`config.mk`:
```
export PLATFORM = sky130hd
export DESIGN_NAME = star_glob_matcher
export DESIGN_NICKNAME = d
export VERILOG_FILES = /design/src/sgm_pkg.sv /design/src/star_glob_matcher.sv /design/src/sgm_cell.sv
export SDC_FILE = /design/constraint.sdc
export NUM_CORES = 1
export LEC_CHECK = 0
export BUFFER_PORTS_ARGS = -buffer_cell sky130_fd_sc_hd__buf_2
export CORE_MARGIN = 2
export CORE_UTILIZATION = 30
export DETAILED_ROUTE_END_ITERATION = 16
export PLACE_DENSITY = 0.43
export SYNTH_ARGS = -nofsm -noshare
export SYNTH_HDL_FRONTEND = slang
export SYNTH_SLANG_ARGS = --single-unit
```
`constraint.sdc`:
```
create_clock -name i_clk -period 4.3 [get_ports i_clk]
set_clock_uncertainty 0.1 [all_clocks]
set_input_delay 0 -clock i_clk [delete_from_list [all_inputs] [get_ports i_clk]]
set_output_delay 0 -clock i_clk [all_outputs]
set_load 0.1 [all_outputs]
```
`src/sgm_pkg.sv`:
```
package sgm_pkg;

    // default size of the pattern store, in characters
    localparam int MAX_PATTERN_DEF = 32;

    // the only wildcard byte
    localparam logic [7:0] STAR_CHAR = 8'd42;

    // operation codes carried on the input channel
    typedef enum logic {
        OP_LOAD = 1'b0,
        OP_NAME = 1'b1
    } t_op;

    // what one cell hands to the next position in the row
    typedef struct packed {
        logic shift;    // literal matched here, position i+1 becomes active
        logic carry;    // active star here, position i+1 is active as well
    } t_link;

endpackage

```
`src/star_glob_matcher.sv`:
```
// a result transaction appears in the cycle after the last name character is taken
// throughput: one input transaction per cycle, pattern or name characters alike, unless o_stall
// holds a finished result; the rate is set by the cell row: match, shift and star closure
// ripple combinationally through all positions, like a carry chain
// reset (i_rst_n, synchronous, active low) empties the pattern, clears the active
// positions and flags; the pattern characters themselves are not cleared
module star_glob_matcher #(
    parameter int MAX_PATTERN = sgm_pkg::MAX_PATTERN_DEF
) (
    input  logic       i_clk,
    input  logic       i_rst_n,
    // input channel
    input  logic       i_valid,
    output logic       o_stall,
    input  logic       i_operation,
    input  logic [7:0] i_character,
    input  logic       i_last,
    // result channel
    output logic       o_valid,
    input  logic       i_stall,
    output logic       o_matched,
    output logic       o_pattern_overflow
);
    import sgm_pkg::*;

    localparam int LW = $clog2(MAX_PATTERN + 1);

    // pattern bookkeeping
    logic [LW-1:0]          r_len;
    logic [LW-1:0]          n_len;
    logic                   r_ovf;
    logic                   n_ovf;
    logic                   r_restart;
    logic                   r_inprog;
    // active set of a fresh name (leading stars closed over position 0)
    logic [MAX_PATTERN-1:0] r_start;
    logic [MAX_PATTERN-1:0] n_start;
    logic [MAX_PATTERN-1:0] start_base;

    // output register
    logic                   r_ovalid;
    logic                   r_matched;
    logic                   r_povf;

    logic                   acc_in;
    logic                   load_acc;
    logic                   name_acc;
    logic [LW-1:0]          wr_idx;
    logic                   wr_ok;
    logic                   char_star;
    logic                   sel;

    t_link                  w_link [MAX_PATTERN:0];
    logic [MAX_PATTERN:0]   closed;

    // the input side only waits when a finished result is still held
    assign o_stall  = r_ovalid && i_stall;
    assign acc_in   = i_valid && !o_stall;
    assign load_acc = acc_in && (i_operation == OP_LOAD);
    assign name_acc = acc_in && (i_operation == OP_NAME);

    // a restart begins a new pattern at position zero
    assign wr_idx    = r_restart ? '0 : r_len;
    assign wr_ok     = wr_idx < LW'(MAX_PATTERN);
    assign char_star = (i_character == STAR_CHAR);

    always_comb begin
        n_len = wr_ok ? LW'(wr_idx + 1'b1) : r_len;
        n_ovf = (r_restart ? 1'b0 : r_ovf) || !wr_ok;
        start_base = r_start;
        if (r_restart) begin
            start_base    = '0;
            start_base[0] = 1'b1;
        end
        n_start = start_base;
        // a star written at a reachable position makes the position after it part of the fresh set
        for (int i = 1; i < MAX_PATTERN; i++) begin
            if (wr_ok && (wr_idx == LW'(i - 1))) begin
                n_start[i] = start_base[i-1] && char_star;
            end
        end
    end

    always_ff @(posedge i_clk) begin
        if (!i_rst_n) begin
            r_len     <= '0;
            r_ovf     <= 1'b0;
            r_restart <= 1'b1;
            r_start   <= '0;
            r_inprog  <= 1'b0;
        end else if (load_acc) begin
            r_len     <= n_len;
            r_ovf     <= n_ovf;
            r_restart <= i_last;
            r_start   <= n_start;
            // a pattern character abandons any name in progress
            r_inprog  <= 1'b0;
        end else if (name_acc) begin
            r_inprog  <= !i_last;
        end
    end

    // row of pattern cells; position zero has nothing on its left
    assign w_link[0] = '0;

    for (genvar g = 0; g < MAX_PATTERN; g++) begin : g_cell
        sgm_cell u_cell (
            .i_clk       (i_clk),
            .i_rst_n     (i_rst_n),
            .i_write     (load_acc && wr_ok && (wr_idx == LW'(g))),
            .i_character (i_character),
            .i_valid_pos (LW'(g) < r_len),
            .i_fresh     (!r_inprog),
            .i_start     (r_start[g]),
            .i_clear     (load_acc || (name_acc && i_last)),
            .i_update    (name_acc && !i_last),
            .i_link      (w_link[g]),
            .o_link      (w_link[g+1]),
            .o_closed    (closed[g])
        );
    end

    // the position past the last cell only collects, it never advances
    assign closed[MAX_PATTERN] = w_link[MAX_PATTERN].shift || w_link[MAX_PATTERN].carry;

    // whole-pattern match sits at the position equal to the length
    always_comb begin
        sel = 1'b0;
        for (int i = 0; i <= MAX_PATTERN; i++) begin
            if (r_len == LW'(i)) begin
                sel = closed[i];
            end
        end
    end

    always_ff @(posedge i_clk) begin
        if (!i_rst_n) begin
            r_ovalid <= 1'b0;
        end else if (name_acc && i_last) begin
            r_ovalid <= 1'b1;
        end else if (!i_stall) begin
            r_ovalid <= 1'b0;
        end
    end

    always_ff @(posedge i_clk) begin
        if (name_acc && i_last) begin
            r_matched <= !r_ovf && sel;
            r_povf    <= r_ovf;
        end
    end

    assign o_valid            = r_ovalid;
    assign o_matched          = r_matched;
    assign o_pattern_overflow = r_povf;

`ifndef SYNTH
    a_ovf_no_match: assert property (@(posedge i_clk) disable iff (!i_rst_n)
        (o_valid && o_pattern_overflow) |-> !o_matched)
        else $error("match reported against an overflowed pattern");

    a_len_bound: assert property (@(posedge i_clk) disable iff (!i_rst_n)
        r_len <= LW'(MAX_PATTERN))
        else $error("pattern length beyond the store");

    a_ovf_full: assert property (@(posedge i_clk) disable iff (!i_rst_n)
        r_ovf |-> (r_len == LW'(MAX_PATTERN)))
        else $error("overflow flagged with room left in the store");

    a_name_end_result: assert property (@(posedge i_clk) disable iff (!i_rst_n)
        (name_acc && i_last) |=> (o_valid && !r_inprog))
        else $error("name end without a result transaction");
`endif

endmodule

```
`src/sgm_cell.sv`:
```
module sgm_cell (
    input  logic              i_clk,
    input  logic              i_rst_n,
    input  logic              i_write,
    input  logic [7:0]        i_character,
    input  logic              i_valid_pos,
    input  logic              i_fresh,
    input  logic              i_start,
    input  logic              i_clear,
    input  logic              i_update,
    input  sgm_pkg::t_link    i_link,
    output sgm_pkg::t_link    o_link,
    output logic              o_closed
);
    import sgm_pkg::*;

    logic [7:0] r_char;
    logic       r_active;
    logic       base;
    logic       is_star;
    logic       lit_hit;
    logic       closed;

    // pattern character held by this position
    always_ff @(posedge i_clk) begin
        if (i_write) begin
            r_char <= i_character;
        end
    end

    always_comb begin
        base     = i_fresh ? i_start : r_active;
        is_star  = i_valid_pos && (r_char == STAR_CHAR);
        lit_hit  = i_valid_pos && !is_star && (r_char == i_character);
        // a star keeps its own position and forwards the closure
        closed   = (base && is_star) || i_link.shift || i_link.carry;
        o_link.shift = base && lit_hit;
        o_link.carry = closed && is_star;
        o_closed     = closed;
    end

    always_ff @(posedge i_clk) begin
        if (!i_rst_n) begin
            r_active <= 1'b0;
        end else if (i_clear) begin
            r_active <= 1'b0;
        end else if (i_update) begin
            r_active <= closed;
        end
    end

endmodule

```
==> flow_metrics.py, run 1 <==
metrics = {
    "run_status": {
        "run_status": "complete, no violations",
    },
    "clocking": {
        "cts_sinks": 332,
        "cts_tree": "built",
        "cts_buffer_depth": 3,
        "clockRootBuffer": "clkbuf_16",
        "numCtsBuffers": 40,
        "h-tree-depth": 2,
        "clk_latency_ns": 0.55,
        "path_clk_slew_ns": 0.06,
    },
    "sta": {
        "slew_viol_final": 0,
        "worst_pin_slew_ns": 0.995,
        "rsz0062_at_grt": "false",
        "fin_setup_tns_ns": 0,
        "final.min_clock_period_ns": 4.18,
        "hold_viol_final": 0,
        "holdWs_ns": 0.289,
        "fin_crit_sh_pct": 97.1,
        "relSlewSlack_pct": 33.7,
        "fmax_mhz": 239,
        "setup_violations": 0,
    },
    "global_route": {
        "grt_pass1_vias": 13337,
        "grt_pass1_wl_um": 85900,
        "antenna_found_initial": 0,
        "grt_max_degree": 38,
        "grt_usage_pct": 18.0,
        "overflow": 0,
    },
    "worst_hold_path": {
        "hold_end": "o_valid",
        "min_from": "i_stall",
        "min_path_type": "input port to flop",
        "hold_depth": 5,
    },
    "place": {
        "hpwl_um": 40200,
        "place_area_mm2": 0.0195,
        "routabilityCongestion": 0.861,
        "io_buffers": 17,
    },
    "setup_path": {
        "crit_chain": "buf_4 -> mux2_2 -> a32oi_1 -> o41a_1 -> o21ai_1 -> o21a_1 -> a211oi_2 -> buf_4 -> nand3_2 -> a21oi_4 -> o221ai_1 -> nor4_2 -> buf_4 -> a311oi_1",
        "path_common_cell": "buf_4",
        "rrSetupSlack_ns": 0.12,
        "critical_path_class": "flop to flop",
        "startpoint_type": "flop",
        "end_kind": "flop",
        "rr_startpoint": "r_inprog",
        "r2r_cells": 14,
        "required_ns": 4.49,
        "cp_slowest_cell": "dfxtp_2",
        "worstPathMaxFanout": 8,
        "arrival_ns": 4.36,
        "worst-path-buf-inv": 3,
        "worstReg2RegEnd": "o_matched",
        "crit_family": "compound AO/OA/AOI/OAI gates",
        "max_stage_delay_ns": 0.54,
    },
    "synthesis": {
        "synth-async-reset-ratio_pct": 0,
        "ys_warn_count": 0,
        "synth_compound_area_share_pct": 11.7,
        "synth_top_family_by_area": "simple AND/OR/NAND/NOR gates",
        "synth_simple_gate_area_share_pct": 18.2,
        "syn_avg_cell_area_um2": 11.0,
        "ys_seq_area_share_pct": 51.5,
        "synthMuxAreaShare_pct": 1.94,
        "synthAdderAreaFrac_pct": 0.279,
        "synth_xor_area_share_pct": 12.5,
        "syn_inst": 1636,
        "yosys_most_used_dff": "edfxtp_1",
        "syn-num-nets": 1654,
        "synth_cell_type_count": 102,
        "synth-seq-cells": 332,
        "synth_edf_count": 258,
        "synth_area_mm2": 0.0179,
    },
    "layout": {
        "final_common_cell": "edfxtp_1",
        "syn2layout_area_growth_pct": 17.0,
        "n_fill_cell": 5898,
        "multi_input_area_mm2": 0.00808,
        "regArea_mm2": 0.00923,
        "drive_gt1_share_pct": 15.9,
        "final_area_mm2": 0.0210,
        "layout_common_cells": "258 x edfxtp_1, 178 x xor2_1, 142 x buf_4, 136 x nor2_1, 112 x nand2_1",
        "fin_nets": 1773,
        "final_core_util_pct": 35.5,
    },
    "power": {
        "leakage_nw": 7.05,
        "power_density_mw_per_mm2": 343,
        "total_power_w": 0.00719,
        "irDropWorstVdd_mv": 0.233,
    },
    "floorplanning": {
        "die_h_um": 248,
        "die_x_um": 248,
        "start_util_pct": 30.4,
        "core_area_mm2": 0.0590,
        "dieArea_mm2": 0.0617,
        "num_io_pins": 18,
        "rows": 89,
    },
    "route": {
        "dr.first_iter.drc_count": 900,
        "vias": 13422,
        "post_drt_wl_per_cell_um": 22.0,
        "wl_met3_um": 2570,
        "drt-total-wl_um": 56400,
        "top_layer_used": "met4",
        "antenna_left": 0,
        "drc": 0,
        "via_per_inst": 5.25,
        "first_pass_iters": 5,
        "dr_wl_met2_um": 24700,
        "wirelength_met1_um": 28100,
    },
    "flow_run": {
        "drv_cap": 0,
    },
}
## tightest hold or removal path, cell delays in order
cell and delay, ns:
dlygate4sd3_1 0.52, buf_2 0.09, nand2_1 0.09, inv_1 0.09
o21a_1 0.12
## power breakdown
group	switching, W	leakage [nW]	internal, W
logic	0.000269	3.50	0.000138
registers	0.00000912	2.92	0.00346
clock network	0.00131	0.633	0.00200
total	0.00159	7.05	0.00560
## worst max path at each step
stage / startpoint / to / slack, ns / depth (start not counted)
6_report: r_inprog / o_matched / 0.12 / 14
5_1_grt: r_len[5] / o_matched / 0.004 / 13
4_1_cts: r_len[0] / o_matched / 0.04 / 15
3_5_place_dp: r_len[0] / o_matched / -0.08 / 15
3_3_place_gp: r_len[0] / o_matched / -0.12 / 15
2_1_floorplan: g_cell[7].u_cell.r_char[4] / o_matched / 0.86 / 12
## flip-flops by register name, summed over array words and instances, names as in the netlist
name and flops:
r_start 32, o_valid 1, o_matched 1, o_pattern_overflow 1
r_len 6, g_cell.u_cell.r_char 256, r_ovf 1, r_restart 1
g_cell.u_cell.r_active 32, r_inprog 1
## cell families (layout without fill, tap and decap cells)
group | after synthesis | after routing
AOI/OAI and AO/OA | 311 | 311
xor gates and xnor gates | 255 | 255
adders and majority gates | 4 | 4
buffers and inverters | 108 | 255
DFF | 332 | 332
muxes | 34 | 34
other | 0 | 1
and+or+nand+nor | 592 | 592
## through the flow
step / cells / setup WS, ns
floorplan: 1636 / 0.855
detailed placement: 2471 / -0.0769
CTS: 2555 / 0.0356
global placement: 2471 / -0.117
finish: 2557 / 0.123
global route: 2556 / 0.00449
## cells in the mapped netlist, types with 11 or more instances
cell type,n,area (um^2)
nand4_1,43,269
nand2_1,112,420
buf_6,19,214
xnor2_1,77,674
o211ai_1,11,82.6
a22oi_1,21,158
nor4b_1,28,245
a21oi_1,89,445
nor2_1,136,510
xor2_1,178,1560
or2_2,12,75.1
nand3_1,68,340
buf_2,16,80.1
nor4_1,41,257
buf_4,15,113
and2_1,15,93.8
nor4bb_1,30,300
a211oi_1,15,113
inv_1,13,48.8
nor3_1,38,190
o21ai_0,70,350
mux2i_1,28,280
clkbuf_1,34,128
dfxtp_1,74,1480
edfxtp_1,258,7750
## what timing repair did
item                       4_1_cts  5_1_grt
buffers inserted                 0        1
pin swaps                        0        2
setup endpoints to repair        1        1
hold endpoints to repair       144        0
hold buffers                    14        0
gates resized for setup          1       10
## area by class of cell
| type | count | area share [%] |
|---|---|---|
| clock buffers | 57 | 5.58 |
| well taps | 773 | 4.61 |
| repair buffers | 170 | 6.45 |
| flip-flops and latches | 332 | 44.0 |
| clock inverters | 13 | 0.531 |
| inverters | 15 | 0.269 |
| diodes | 1 | 0.0119 |
| multi-input cells | 1196 | 38.5 |
## layer usage
layer	vias up	track usage [%]
met5	-	0
met4	0	3.87
met2	307	27.6
met1	6717	26.8
li1	6334	-
met3	64	2.74
No activity file was read; power rests on OpenSTA's default activity.
==> run 2: changes to the inputs <==
- ABC_AREA: unset -> 1
==> run 2 against run 1 <==
The run now ends with negative setup slack left. Largest power group unchanged. Clock-buffer cell count is 7 lower. Synthesized area is 2.4% higher. Register-to-register slack worse by 1.3 ns. Fmax is 23% lower. Cell count is 29% higher. Clock power is 5% higher.
==> flow_metrics.py, run 2 <==
metrics = {
    "sta": {
        "slew_viol_final": 0,
        "worst_slack_ns": -1.14,
        "final.min_clock_period_ns": 5.44,
        "holdWs_ns": 0.0340,
        "rsz0062_at_grt": "true",
        "fmax_mhz": 184,
        "fin_crit_sh_pct": 127,
        "setup_violations": 12,
        "worst_pin_slew_ns": 0.964,
        "relSlewSlack_pct": 35.6,
        "hold_viol_final": 0,
    },
    "worst_hold_path": {
        "hold_depth": 3,
        "min_path_type": "input port to flop",
        "min_from": "i_character[1]",
        "hold_end": "g_cell[6].u_cell.r_char[1]",
    },
    "power": {
        "leakage_nw": 9.37,
        "total_power_w": 0.00761,
        "power_density_mw_per_mm2": 327,
        "irDropWorstVdd_mv": 0.211,
    },
    "floorplanning": {
        "die_h_um": 251,
        "die_x_um": 251,
        "rows": 90,
        "core_area_mm2": 0.0605,
        "start_util_pct": 30.3,
        "num_io_pins": 18,
        "dieArea_mm2": 0.0632,
    },
    "clocking": {
        "cts_tree": "built",
        "path_clk_slew_ns": 0.06,
        "cts_buffer_depth": 3,
        "cts_sinks": 332,
        "h-tree-depth": 2,
        "clk_latency_ns": 0.57,
        "numCtsBuffers": 41,
        "clockRootBuffer": "clkbuf_16",
    },
    "global_route": {
        "grt_pass1_wl_um": 103000,
        "grt_pass1_vias": 16395,
        "antenna_found_initial": 2,
        "overflow": 0,
        "grt_max_degree": 48,
        "grt_usage_pct": 21.9,
    },
    "layout": {
        "final_cells": 3293,
        "n_fill_cell": 6135,
        "layout_common_cells": "345 x nand2_1, 322 x inv_1, 319 x buf_4, 262 x nor2_1, 258 x edfxtp_1",
        "largest_register": "g_cell.u_cell.r_char",
        "largest_reg_flops": 256,
        "syn2layout_area_growth_pct": 26.7,
        "final_core_util_pct": 38.5,
        "fin_nets": 2501,
        "reg.largest.list": "g_cell.u_cell.r_char: 256 flops, g_cell.u_cell.r_active: 32 flops, r_start: 32 flops",
        "final_common_cell": "nand2_1",
        "drive_gt1_share_pct": 20.6,
    },
    "setup_path": {
        "rrSetupSlack_ns": -1.14,
        "rr_startpoint": "r_len[5]",
        "worstReg2RegEnd": "o_matched",
        "worstPathMaxFanout": 6,
        "cp_slowest_cell": "dfxtp_2",
        "required_ns": 4.52,
        "startpoint_type": "flop",
        "path_common_cell": "nand2_2",
        "crit_family": "simple AND/OR/NAND/NOR gates",
        "max_stage_delay_ns": 0.33,
        "end_kind": "flop",
        "worst-path-buf-inv": 5,
        "critical_path_class": "flop to flop",
        "arrival_ns": 5.67,
        "r2r_cells": 62,
    },
    "synthesis": {
        "synth-seq-cells": 332,
        "syn_inst": 2161,
        "synth_cell_type_count": 54,
        "yosys.area.top_type_share_pct": 42.2,
        "synth.most_common_cell": "nand2_1",
        "ys_top_cells_by_area": "edfxtp_1 42%, dfxtp_1 8.1%, nand2_1 7.4%",
        "synth_edf_count": 258,
        "yosys_most_used_dff": "edfxtp_1",
        "synth-async-reset-ratio_pct": 0,
        "yosysTopAreaCell": "edfxtp_1",
        "syn_avg_cell_area_um2": 8.49,
        "ys_warn_count": 0,
        "syn-num-nets": 2179,
        "synth_area_mm2": 0.0184,
        "synth_common_cells": "360 x nand2_1, 324 x inv_1, 268 x nor2_1",
        "ys_seq_area_share_pct": 50.3,
    },
    "route": {
        "drt-total-wl_um": 69500,
        "post_drt_wl_per_cell_um": 21.1,
        "antenna_left": 0,
        "drc": 0,
        "first_pass_iters": 5,
        "dr.first_iter.drc_count": 1125,
        "vias": 16378,
        "via_per_inst": 4.97,
    },
    "place": {
        "routabilityCongestion": 0.983,
        "hpwl_um": 50500,
        "post-place-cells": 3177,
        "io_buffers": 17,
        "dp_worst_setup_slack_ns": -1.27,
    },
    "run_status": {
        "run_status": "finished with violations",
        "violations": "negative setup slack",
    },
    "flow_run": {
        "drv_cap": 0,
    },
}
-- run 2: changes by cell type in the layout (fill, tap and decap cells not counted), sizes merged, moves of 30 or more --
cell | before | now
a21oi | 93 | 44
buf | 156 | 335
inv | 13 | 336
nand2 | 113 | 402
nor2 | 138 | 276
nor4 | 42 | 83
nor4bb | 30 | 0
o21ai | 74 | 152
xor2 | 178 | 100
-- run 2: worst max-delay path by stage --
stage	from	endpoint	slack (ns)	depth (start not counted)
finish	r_len[5]	o_matched	-1.14	62
global route	g_cell[0].u_cell.r_char[1]	o_matched	-1.68	72
CTS	r_len[5]	o_matched	-1.07	70
detailed placement	r_len[4]	o_matched	-1.27	56
global placement	r_len[4]	o_matched	-1.30	56
floorplan	r_len[4]	o_matched	-0.45	70
-- run 2: cells by family (layout without fill, tap and decap cells) --
group	Yosys count	after routing	share of synthesized area [%]
AOI/OAI and AO/OA	291	291	9.51
xor gates and xnor gates	155	155	7.40
adders and majority gates	4	4	0.273
buffers and inverters	413	762	8.79
DFF	332	332	50.3
other	0	1	0
and+or+nand+nor	966	966	23.7
-- run 2: per-stage QoR --
step | area, um^2 | TNS, ns
after detailed placement | 21400 | -6.93
final | 23300 | -6.74
after floorplan | 18400 | -0.938
after global routing | 23300 | -11.70
after CTS | 23100 | -5.75
after global placement | 21400 | -6.38
-- run 2: worst reg2reg max path: cells and delay by family (launching register included) --
| kind | cells | cell delay [ns] |
|---|---|---|
| compound gates | 3 | 0.27 |
| buf+inv | 5 | 0.45 |
| flops | 1 | 0.33 |
| simple gates | 54 | 4.05 |
-- run 2: final cells by class --
| class | instances | area (um^2) | share of cell area (%) |
|---|---|---|---|
| Tap cell | 782 | 978 | 4.21 |
| Clock inverter | 20 | 221 | 0.952 |
| Antenna cell | 1 | 2.50 | 0.0108 |
| Clock buffer | 50 | 1080 | 4.64 |
| Inverter | 339 | 1290 | 5.54 |
| Sequential cell | 332 | 9230 | 39.7 |
| Timing Repair Buffer | 353 | 2730 | 11.8 |
| Multi-Input combinational cell | 1416 | 7710 | 33.2 |
-- run 2: repair_timing --
action / 4_1_cts / 5_1_grt
pin swaps: 13 / 25
endpoints found under the hold margin: 100 / 0
setup buffers: 19 / 9
setup endpoints to repair: 12 / 13
hold buffers: 18 / 0
gates resized for setup: 30 / 32
-- run 2: power by group --
part | switching (W) | total, W | internal (W) | leakage (nW)
Combinational | 0.000432 | 0.000641 | 0.000209 | 5.80
Sequential | 0.0000126 | 0.00348 | 0.00347 | 2.92
Clock | 0.00141 | 0.00348 | 0.00207 | 0.650
Total | 0.00186 | 0.00761 | 0.00575 | 9.37
-- run 2: per-layer routing --
metal	vias to the layer above	global-route usage (%)	routed length, um	share of wire (%)
met2	456	36.6	32100	46
met3	106	2.54	3640	5.2
met4	2	6.41	2070	3.0
li1	7903	-	-	-
met1	7911	29.8	31700	46
met5	-	0	13	0.019
